`src/design/rebr_pkg.sv`:
```
`timescale 1ns / 1ps
// Package for the byte-renormalizing range encoder.
// Holds payload types, operation and register codes, and shared constants.
package rebr_pkg;

    localparam int PENDING_BITS_DEF = 32;
    localparam int MAX_ITEMS        = 12;
    localparam int ITEM_IDX_W       = 4;
    localparam int QUEUE_DEPTH      = 2;

    localparam logic [1:0] OP_START  = 2'd0;
    localparam logic [1:0] OP_ENCODE = 2'd1;
    localparam logic [1:0] OP_FINISH = 2'd2;

    localparam logic [1:0] CFG_FAST_MODE     = 2'd0;
    localparam logic [1:0] CFG_FIRST_BYTE    = 2'd1;
    localparam logic [1:0] CFG_INITIAL_COUNT = 2'd2;

    localparam logic [31:0] TOP_VAL    = 32'h8000_0000;
    localparam logic [31:0] BOTTOM_VAL = 32'h0080_0000;
    localparam logic [31:0] CARRY_LIM  = 32'h7f80_0000;
    localparam logic [31:0] FIN_ROUND  = 32'd5;
    localparam logic [1:0]  MAX_STEPS  = 2'd3;

    typedef struct packed {
        logic [1:0]  operation;
        logic [15:0] cum_freq;
        logic [16:0] symbol_freq;
        logic [16:0] total_freq;
    } t_in;

    typedef struct packed {
        logic [7:0]  byte_value;
        logic [31:0] run_length;
        logic        last;
        logic        pending_overflow;
        logic [31:0] bytes_written;
    } t_out;

    typedef struct packed {
        logic [7:0]  byte_value;
        logic [31:0] run_length;
    } t_item;

    typedef struct packed {
        logic valid;
        t_in  data;
    } t_queue_head;

endpackage

```
`src/design/rebr_front.sv`:
```
`timescale 1ns / 1ps
// Front end of the range encoder: accepts transactions, drops ignored ones,
// queues the rest for the back end. Depends on rebr_pkg.
module rebr_front (
    input  logic                  i_clk,
    input  logic                  i_rst_n,
    input  logic                  i_valid,
    output logic                  o_stall,
    input  rebr_pkg::t_in         i_data,
    output rebr_pkg::t_queue_head o_head,
    input  logic                  i_pop
);
    localparam int PW = $clog2(rebr_pkg::QUEUE_DEPTH);

    rebr_pkg::t_in r_mem [rebr_pkg::QUEUE_DEPTH];
    logic [PW-1:0] r_wp, r_rp;
    logic [PW:0]   r_cnt;
    logic          keep, push, pop;

    always_comb begin
        keep = (i_data.operation == rebr_pkg::OP_START) ||
               (i_data.operation == rebr_pkg::OP_FINISH) ||
               ((i_data.operation == rebr_pkg::OP_ENCODE) && (i_data.total_freq != 17'd0));
    end

    assign o_stall     = (r_cnt == (PW+1)'(rebr_pkg::QUEUE_DEPTH));
    assign push        = i_valid && !o_stall && keep;
    assign pop         = i_pop && (r_cnt != '0);
    assign o_head.valid = (r_cnt != '0);
    assign o_head.data  = r_mem[r_rp];

    always_ff @(posedge i_clk) begin
        if (push) begin
            r_mem[r_wp] <= i_data;
        end
    end

    always_ff @(posedge i_clk) begin
        if (!i_rst_n) begin
            r_wp  <= '0;
            r_rp  <= '0;
            r_cnt <= '0;
        end else begin
            if (push) r_wp <= r_wp + 1'b1;
            if (pop)  r_rp <= r_rp + 1'b1;
            r_cnt <= r_cnt + (PW+1)'(push) - (PW+1)'(pop);
        end
    end
endmodule

```
`src/design/rebr_div.sv`:
```
`timescale 1ns / 1ps
// Radix-2 restoring divider, 32-bit dividend by 17-bit divisor, one bit a cycle.
// Standalone; no package use beyond widths fixed here.
module rebr_div (
    input  logic        i_clk,
    input  logic        i_rst_n,
    input  logic        i_start,
    input  logic [31:0] i_dividend,
    input  logic [16:0] i_divisor,
    output logic        o_done,
    output logic [31:0] o_quotient
);
    logic [31:0] r_quo;
    logic [16:0] r_rem, r_dvs;
    logic [5:0]  r_cnt;
    logic        r_busy;
    logic [17:0] trial, diff;

    assign trial = {r_rem, r_quo[31]};
    assign diff  = trial - {1'b0, r_dvs};
    assign o_done     = r_busy && (r_cnt == 6'd32);
    assign o_quotient = r_quo;

    always_ff @(posedge i_clk) begin
        if (!i_rst_n) begin
            r_busy <= 1'b0;
            r_cnt  <= '0;
        end else if (i_start) begin
            r_busy <= 1'b1;
            r_cnt  <= '0;
        end else if (o_done) begin
            r_busy <= 1'b0;
        end else if (r_busy) begin
            r_cnt <= r_cnt + 6'd1;
        end
    end

    always_ff @(posedge i_clk) begin
        if (i_start) begin
            r_quo <= i_dividend;
            r_rem <= '0;
            r_dvs <= i_divisor;
        end else if (r_busy && !o_done) begin
            if (!diff[17]) begin
                r_rem <= diff[16:0];
                r_quo <= {r_quo[30:0], 1'b1};
            end else begin
                r_rem <= trial[16:0];
                r_quo <= {r_quo[30:0], 1'b0};
            end
        end
    end
endmodule

```
`src/design/rebr_back.sv`:
```
`timescale 1ns / 1ps
// Back end of the range encoder: coder state, renormalization sequencer,
// result buffer and output register. Depends on rebr_pkg and rebr_div.
module rebr_back #(
    parameter int PENDING_BITS = rebr_pkg::PENDING_BITS_DEF
) (
    input  logic                  i_clk,
    input  logic                  i_rst_n,
    input  rebr_pkg::t_queue_head i_head,
    output logic                  o_pop,
    input  logic                  i_cfg_we,
    input  logic [1:0]            i_cfg_idx,
    input  logic [31:0]           i_cfg_data,
    output logic                  o_valid,
    input  logic                  i_stall,
    output rebr_pkg::t_out        o_data
);
    localparam logic [3:0] S_IDLE = 4'd0,  S_RN   = 4'd1,  S_FL0  = 4'd2,  S_FL1 = 4'd3,
                           S_STEP = 4'd4,  S_DIV  = 4'd5,  S_MUL1 = 4'd6,  S_MUL2 = 4'd7,
                           S_UPD  = 4'd8,  S_FIN0 = 4'd9,  S_FIN1 = 4'd10, S_T0  = 4'd11,
                           S_T1   = 4'd12, S_T2   = 4'd13, S_T3   = 4'd14, S_OUT = 4'd15;
    localparam int IW = rebr_pkg::ITEM_IDX_W;

    logic        r_fast;
    logic [7:0]  r_first;
    logic [31:0] r_init;

    logic [3:0]              r_state;
    logic [31:0]             r_low, r_range, r_bc, r_q, r_t, r_s;
    logic [7:0]              r_held, r_tail;
    logic [PENDING_BITS-1:0] r_pend;
    logic                    r_ovf, r_carry, r_fl_fin, r_fin;
    logic [1:0]              r_steps;
    rebr_pkg::t_in           r_op;
    rebr_pkg::t_item         r_buf [rebr_pkg::MAX_ITEMS];
    logic [IW-1:0]           r_n, r_rd;
    logic                    r_ov;
    rebr_pkg::t_out          r_out;

    logic        div_start, div_done;
    logic [31:0] div_q;
    logic        wr_en;
    rebr_pkg::t_item wr_item;
    logic        load, need_step;
    logic [9:0]  tail;
    logic [17:0] lt_sy;

    rebr_div u_div (
        .i_clk      (i_clk),
        .i_rst_n    (i_rst_n),
        .i_start    (div_start),
        .i_dividend (r_range),
        .i_divisor  (r_op.total_freq),
        .o_done     (div_done),
        .o_quotient (div_q)
    );

    assign o_pop     = (r_state == S_IDLE) && i_head.valid;
    assign need_step = (r_steps != rebr_pkg::MAX_STEPS) && (r_range <= rebr_pkg::BOTTOM_VAL);
    assign div_start = (r_state == S_RN) && !need_step && (r_op.operation == rebr_pkg::OP_ENCODE);
    assign load      = (r_state == S_OUT) && (!r_ov || !i_stall);
    assign tail      = 10'(r_low[31:23]) +
                       10'(({9'd0, r_low[22:0]} >= {1'b0, r_bc[31:1]}) ? 1'b1 : 1'b0);
    assign lt_sy     = 18'(r_op.cum_freq) + 18'(r_op.symbol_freq);
    assign o_valid   = r_ov;
    assign o_data    = r_out;

    // result item written into the buffer by the current state
    always_comb begin
        wr_en   = 1'b0;
        wr_item = '0;
        unique case (r_state)
            S_FL0: begin
                wr_en = 1'b1;
                wr_item.byte_value = r_carry ? (r_held + 8'd1) : r_held;
                wr_item.run_length = 32'd1;
            end
            S_FL1: begin
                wr_en = 1'b1;
                wr_item.byte_value = r_carry ? 8'h00 : 8'hff;
                wr_item.run_length = 32'(r_pend);
            end
            S_T0: begin
                wr_en = 1'b1;
                wr_item = {r_tail, 32'd1};
            end
            S_T1: begin
                wr_en = 1'b1;
                wr_item = {r_bc[23:16], 32'd1};
            end
            S_T2: begin
                wr_en = 1'b1;
                wr_item = {r_bc[15:8], 32'd1};
            end
            S_T3: begin
                wr_en = 1'b1;
                wr_item = {r_bc[7:0], 32'd1};
            end
            default: begin
                wr_en = 1'b0;
            end
        endcase
    end

    always_ff @(posedge i_clk) begin
        if (wr_en) begin
            r_buf[r_n] <= wr_item;
        end
    end

    always_ff @(posedge i_clk) begin
        if (!i_rst_n) begin
            r_fast <= 1'b1;
            r_first <= '0;
            r_init <= '0;
        end else if (i_cfg_we) begin
            unique case (i_cfg_idx)
                rebr_pkg::CFG_FAST_MODE:     r_fast  <= i_cfg_data[0];
                rebr_pkg::CFG_FIRST_BYTE:    r_first <= i_cfg_data[7:0];
                rebr_pkg::CFG_INITIAL_COUNT: r_init  <= i_cfg_data;
                default: begin
                end
            endcase
        end
    end

    always_ff @(posedge i_clk) begin
        if (!i_rst_n) begin
            r_state  <= S_IDLE;
            r_low    <= '0;
            r_range  <= rebr_pkg::TOP_VAL;
            r_held   <= '0;
            r_pend   <= '0;
            r_bc     <= '0;
            r_ovf    <= 1'b0;
            r_n      <= '0;
            r_rd     <= '0;
            r_ov     <= 1'b0;
            r_steps  <= '0;
            r_carry  <= 1'b0;
            r_fl_fin <= 1'b0;
            r_fin    <= 1'b0;
        end else begin
            if (wr_en) r_n <= r_n + 1'b1;
            // output register: refill from buffer or drop when taken
            if (load) begin
                r_ov <= 1'b1;
                r_out.byte_value       <= r_buf[r_rd].byte_value;
                r_out.run_length       <= r_buf[r_rd].run_length;
                r_out.last             <= (r_rd == r_n - 1'b1);
                r_out.pending_overflow <= r_ovf;
                r_out.bytes_written    <= (r_fin && (r_rd == r_n - 1'b1)) ? r_bc : 32'd0;
                r_rd <= r_rd + 1'b1;
                if (r_rd == r_n - 1'b1) r_state <= S_IDLE;
            end else if (r_ov && !i_stall) begin
                r_ov <= 1'b0;
            end
            unique case (r_state)
                S_IDLE: begin
                    if (i_head.valid) begin
                        r_op     <= i_head.data;
                        r_n      <= '0;
                        r_rd     <= '0;
                        r_steps  <= '0;
                        r_fl_fin <= 1'b0;
                        r_fin    <= (i_head.data.operation == rebr_pkg::OP_FINISH);
                        if (i_head.data.operation == rebr_pkg::OP_START) begin
                            r_low   <= '0;
                            r_range <= rebr_pkg::TOP_VAL;
                            r_held  <= r_first;
                            r_pend  <= '0;
                            r_bc    <= r_init;
                            r_ovf   <= 1'b0;
                        end else begin
                            r_state <= S_RN;
                        end
                    end
                end
                S_RN: begin
                    if (need_step) begin
                        if (r_low < rebr_pkg::CARRY_LIM) begin
                            r_carry <= 1'b0;
                            r_state <= S_FL0;
                        end else if (r_low[31]) begin
                            r_carry <= 1'b1;
                            r_state <= S_FL0;
                        end else begin
                            if (&r_pend) r_ovf <= 1'b1;
                            else         r_pend <= r_pend + 1'b1;
                            r_state <= S_STEP;
                        end
                    end else if (r_op.operation == rebr_pkg::OP_ENCODE) begin
                        r_state <= S_DIV;
                    end else begin
                        r_state <= S_FIN0;
                    end
                end
                S_FL0, S_FL1: begin
                    if (r_state == S_FL0 && r_pend != '0) begin
                        r_state <= S_FL1;
                    end else begin
                        r_pend <= '0;
                        if (r_fl_fin) begin
                            r_state <= S_T0;
                        end else begin
                            r_held  <= r_low[30:23];
                            r_state <= S_STEP;
                        end
                    end
                end
                S_STEP: begin
                    r_range <= {r_range[23:0], 8'd0};
                    r_low   <= {1'b0, r_low[22:0], 8'd0};
                    r_bc    <= r_bc + 32'd1;
                    r_steps <= r_steps + 2'd1;
                    r_state <= S_RN;
                end
                S_DIV: begin
                    if (div_done) begin
                        r_q     <= div_q;
                        r_state <= S_MUL1;
                    end
                end
                S_MUL1: begin
                    r_t     <= 32'(r_q * 32'(r_op.cum_freq));
                    r_state <= S_MUL2;
                end
                S_MUL2: begin
                    r_s     <= 32'(r_q * 32'(r_op.symbol_freq));
                    r_state <= S_UPD;
                end
                S_UPD: begin
                    r_low <= r_low + r_t;
                    if (r_fast || (lt_sy < 18'(r_op.total_freq))) r_range <= r_s;
                    else                                          r_range <= r_range - r_t;
                    r_state <= (r_n == '0) ? S_IDLE : S_OUT;
                end
                S_FIN0: begin
                    r_bc    <= r_bc + rebr_pkg::FIN_ROUND;
                    r_state <= S_FIN1;
                end
                S_FIN1: begin
                    r_carry  <= (tail[9:8] != 2'd0);
                    r_tail   <= tail[7:0];
                    r_fl_fin <= 1'b1;
                    r_state  <= S_FL0;
                end
                S_T0: r_state <= S_T1;
                S_T1: r_state <= S_T2;
                S_T2: r_state <= S_T3;
                S_T3: r_state <= S_OUT;
                S_OUT: begin
                end
                default: r_state <= S_IDLE;
            endcase
        end
    end

    a_buf_bound: assert property (@(posedge i_clk) disable iff (!i_rst_n)
        r_n <= IW'(rebr_pkg::MAX_ITEMS))
        else $error("result buffer overrun");
    a_out_nonempty: assert property (@(posedge i_clk) disable iff (!i_rst_n)
        (r_state == S_OUT) |-> (r_n != '0))
        else $error("drain with empty buffer");
    a_tail_pend: assert property (@(posedge i_clk) disable iff (!i_rst_n)
        (r_state == S_T0) |-> (r_pend == '0))
        else $error("pending run left after finish flush");
    a_div_in_div: assert property (@(posedge i_clk) disable iff (!i_rst_n)
        div_done |-> (r_state == S_DIV))
        else $error("quotient outside divide state");
endmodule

```
`src/design/range_encoder_byte_renorm_top.sv`:
```
`timescale 1ns / 1ps
// Range encoder top level; depends on rebr_pkg, rebr_front, rebr_back, rebr_div.
// Encode: renorm steps (each flushing the held byte and any pending run where needed),
// then the radix-2 divider, two multiplies and the update; finish: renorm steps, then
// rounding, the final flush, the tail byte and three count bytes. The back end takes one
// transaction at a time and drains its results from the buffer before it takes the next.
// Reset (i_rst_n low, synchronous) resets the queue, coder state and config.
module range_encoder_byte_renorm_top #(
    parameter int PENDING_BITS = rebr_pkg::PENDING_BITS_DEF
) (
    input  logic           i_clk,
    input  logic           i_rst_n,
    // input transaction channel
    input  logic           i_valid,
    output logic           o_stall,
    input  rebr_pkg::t_in  i_data,
    // result transaction channel
    output logic           o_valid,
    input  logic           i_stall,
    output rebr_pkg::t_out o_data,
    // configuration writes, only while idle
    input  logic           i_cfg_we,
    input  logic [1:0]     i_cfg_idx,
    input  logic [31:0]    i_cfg_data
);
    // front drops ignored operations and buffers the rest in a short queue
    rebr_pkg::t_queue_head head;
    logic                  pop;

    rebr_front u_front (
        .i_clk   (i_clk),
        .i_rst_n (i_rst_n),
        .i_valid (i_valid),
        .o_stall (o_stall),
        .i_data  (i_data),
        .o_head  (head),
        .i_pop   (pop)
    );

    // back end runs renorm, divide, multiply and result drain
    rebr_back #(
        .PENDING_BITS (PENDING_BITS)
    ) u_back (
        .i_clk      (i_clk),
        .i_rst_n    (i_rst_n),
        .i_head     (head),
        .o_pop      (pop),
        .i_cfg_we   (i_cfg_we),
        .i_cfg_idx  (i_cfg_idx),
        .i_cfg_data (i_cfg_data),
        .o_valid    (o_valid),
        .i_stall    (i_stall),
        .o_data     (o_data)
    );
endmodule

```
`config.mk`:
```
export PLATFORM = sky130hd
export DESIGN_NAME = range_encoder_byte_renorm_top
export DESIGN_NICKNAME = d
export VERILOG_FILES = /design/src/design/rebr_pkg.sv /design/src/design/rebr_front.sv /design/src/design/rebr_div.sv /design/src/design/rebr_back.sv /design/src/design/range_encoder_byte_renorm_top.sv
export SDC_FILE = /design/constraint.sdc
export NUM_CORES = 2
export LEC_CHECK = 0
export CAP_MARGIN = 30
export CORE_ASPECT_RATIO = 1.2
export CORE_MARGIN = 3
export CORE_UTILIZATION = 36
export CTS_CLUSTER_DIAMETER = 80
export DETAILED_ROUTE_END_ITERATION = 6
export DONT_BUFFER_PORTS = 1
export PLACE_DENSITY = 0.47
export SYNTH_ARGS = -nofsm -noshare
export SYNTH_HDL_FRONTEND = slang
export SYNTH_HIERARCHICAL = 1
export SYNTH_SLANG_ARGS = --single-unit
```
`constraint.sdc`:
```
create_clock -name i_clk -period 7.45 [get_ports i_clk]
set_clock_uncertainty 0.1 [all_clocks]
set_input_delay 0.745 -clock i_clk [delete_from_list [all_inputs] [get_ports i_clk]]
set_output_delay 0.745 -clock i_clk [all_outputs]
set_load 0.05 [all_outputs]
```
==> results.ini <==
[run_status]
status = finished clean

[synth]
synth-async-reset-ratio_pct = 0
synth_flop_cell = edfxtp_1
synth.avg_cell_area_um2 = 11.3
netlist_instances = 6293
syn-cell-area_um2 = 71400
synth.distinct_cells = 90
synth_edf_count = 863
seq_area_frac_synth_pct = 42.6
ys_ff_latch = 1088
synth_warnings = 6
syn-num-nets = 7294

[route]
wl_per_cell_um = 22.7
drc = 0
vias = 46899
ant_nets = 0
viasPerCell = 5.16
firstDrtPassIters = 7
drt-total-wl_mm = 206
drtIter0Drc = 2990

[clocking]
clock-root-buffer = clkbuf_16
cts_sinks = 1088
cts_max_level = 4
cts_tree = yes
insertion_delay_ns = 0.81
cts_buffers = 130
path_clk_slew_ns = 0.06
clk_path_buf_depth = 3

[floorplan]
fp.coreArea_um2 = 197000
num_rows = 178
die_h_um = 494
dieArea_um2 = 204000
ios = 167
die_x_um = 413
start_util_pct = 36.3

[global_routing]
grt_overflow = 0
antenna_found_initial = 7
gr-usage-all-layers_pct = 20.5
grt_pass1_vias = 49566
grt_pass1_wl_mm = 315
grt_max_degree = 86

[worst_setup_path]
critPathKind = flip-flop to flip-flop
critPathLaunchType = flip-flop
cp_max_fo = 16
critPathCaptureType = flip-flop
required_ns = 7.83
worstPathArrival_ns = 7.51

[job]
drv_cap = 0

[place]
place_inst = 8761
io_buffers = 0
gp_congestion = 0.843
dpl.hpwl_mm = 147

[finish]
nets = 7376
final_common_cell = inv_1
layout_common_cells = 880 x inv_1, 863 x edfxtp_1, 777 x nand2_1
seqCellArea_um2 = 30400
area_delta_synth_final_pct = 12.5
fill_cells = 18833
fin_cells = 9091
multi_input_area_um2 = 36600
drive_gt1_share_pct = 9.93

[timing]
slew-limit-headroom_pct = 29.5
rsz0062_at_grt = false
fmax_mhz = 140
setup-tns-final_ns = 0
final_hold_viol_count = 0
finalSetupViolations = 0
drv_slew = 0
min_period_ns = 7.13
worstMarginPinSlew_ns = 1.05
period_share_pct = 95.7

[worst_hold_path]
hold_class = input port to flip-flop

==> sequential cells by signal, summed over array words and instances, names as in the netlist, 2 cells and up, named ones only <==
register and count:
u_back/o_data 74, u_back/r_bc 32, u_back/r_buf 480, u_back/r_first 8, u_back/r_held 8, u_back/r_init 32, u_back/r_low 32, u_back/r_n 4
u_back/r_op 52, u_back/r_pend 32, u_back/r_q 32, u_back/r_range 32, u_back/r_rd 4, u_back/r_s 32, u_back/r_state 4, u_back/r_steps 2
u_back/r_t 32, u_back/r_tail 8, u_back/u_div/o_quotient 32, u_back/u_div/r_cnt 6, u_back/u_div/r_dvs 17, u_back/u_div/r_rem 17, u_front/r_cnt 2, u_front/r_mem 104
==> routing by layer <==
metal  track usage (%)  vias up  part of all wire, %
met4              5.12        0                  2.2
met5                 0        -                    0
met2              35.8      990                   51
met1              26.8    24279                   43
met3              2.69      245                  4.0
li1                  -    21385                    -
==> synthesized netlist by cell type, types with 8 or more instances <==
cell type    n  area (µm²)
nor2b_1     28         175
clkbuf_1   260         976
a211oi_1    52         390
o21a_1      24         180
xor2_1      75         657
nor3_1      67         335
or2_2       10        62.6
nand3_1     57         285
edfxtp_1   863       25900
fa_1       627       12600
nand2b_1    36         225
a221oi_1    13         114
dfxtp_1    225        4500
and4_1       8        70.1
nand4_1     43         269
inv_1      881        3310
mux4_2     120        2700
nor2_1     244         916
o21ai_0    179         896
nor3b_1      9        67.6
ha_1       283        3540
and3_1      55         344
o22ai_1     37         231
a21oi_1    226        1130
a22oi_1     37         278
o21bai_1    21         158
mux2i_1    115        1150
a222oi_1    16         160
a31oi_1     25         156
buf_2       11        55.1
o31ai_1      9        67.6
nor4_1      23         144
a21o_1      68         510
o211ai_1    13        97.6
mux2_2      85         957
nand3b_1     9        67.6
or3_1       18         113
nand2_1    777        2920
xnor2_1    165        1450
and2_1     339        2120
buf_1       29         109
==> worst max-delay path, cell delays in order, from the launching register on <==
cell	delay [ns]
edfxtp_1	0.81
buf_4	0.37
nand2_1	0.12
fa_1	0.55
inv_1	0.05
fa_1	0.48
inv_1	0.05
fa_1	0.50
inv_1	0.06
fa_1	0.51
fa_1	0.49
inv_1	0.05
fa_1	0.47
inv_1	0.04
ha_1	0.35
and3_1	0.25
a31oi_1	0.16
o21ai_0	0.13
nor3_1	0.22
o211ai_1	0.21
nand2_1	0.14
o21ai_0	0.18
a31o_2	0.29
a21oi_1	0.17
xnor2_1	0.10
==> cell type report <==
type,instances,share of cell area [%]
diodes,4,0.0125
inverters,881,4.12
repair buffers,255,2.82
multi-input cells,4019,45.6
clock inverters,70,1.16
flip-flops and latches,1088,37.9
clock buffers,164,4.31
well taps,2610,4.07
==> per-stage QoR <==
stage	worst slack [ns]	cell area (µm²)	util [%]	hold slack, ns
after detailed placement	0.258	75000	38.1	0.336
after global routing	0.0647	80300	40.8	0.0451
final	0.320	80300	40.8	0.119
after CTS	0.205	80200	40.8	0.0233
after global placement	0.280	74800	38.0	0.330
after floorplan	0.729	71400	-	0.309
==> worst paths after layout <==
path / depth (start not counted) / to / slack (ns) / start
max reg2reg: 24 / u_back/r_t[31] / 0.32 / u_back/r_q[18]
min reg2reg: 0 / u_back/r_q[0] / 0.34 / u_back/u_div/o_quotient[0]
max: 24 / u_back/r_t[31] / 0.32 / u_back/r_q[18]
min: 2 / u_front/r_wp / 0.12 / i_rst_n
==> what timing repair did <==
| item | in CTS | in global routing |
|---|---|---|
| hold buffers | 88 | 0 |
| hold endpoints to repair | 167 | 0 |
| buffers inserted | 0 | 0 |
| endpoints found under the setup margin | 0 | 3 |
| resized for setup | 0 | 2 |
==> cells by family after synthesis <==
kind of cell,after synthesis,share of synthesized area [%]
and+or+nand+nor,1747,11.7
buffers and inverters,1186,6.30
DFF,1088,42.6
adders and majority gates,910,22.5
AOI/OAI and AO/OA,801,7.14
muxes,320,6.74
xor gates and xnor gates,241,2.97
Power is not shown: default switching activity piles up to over one toggle a cycle in this logic, so the estimate is an artifact.
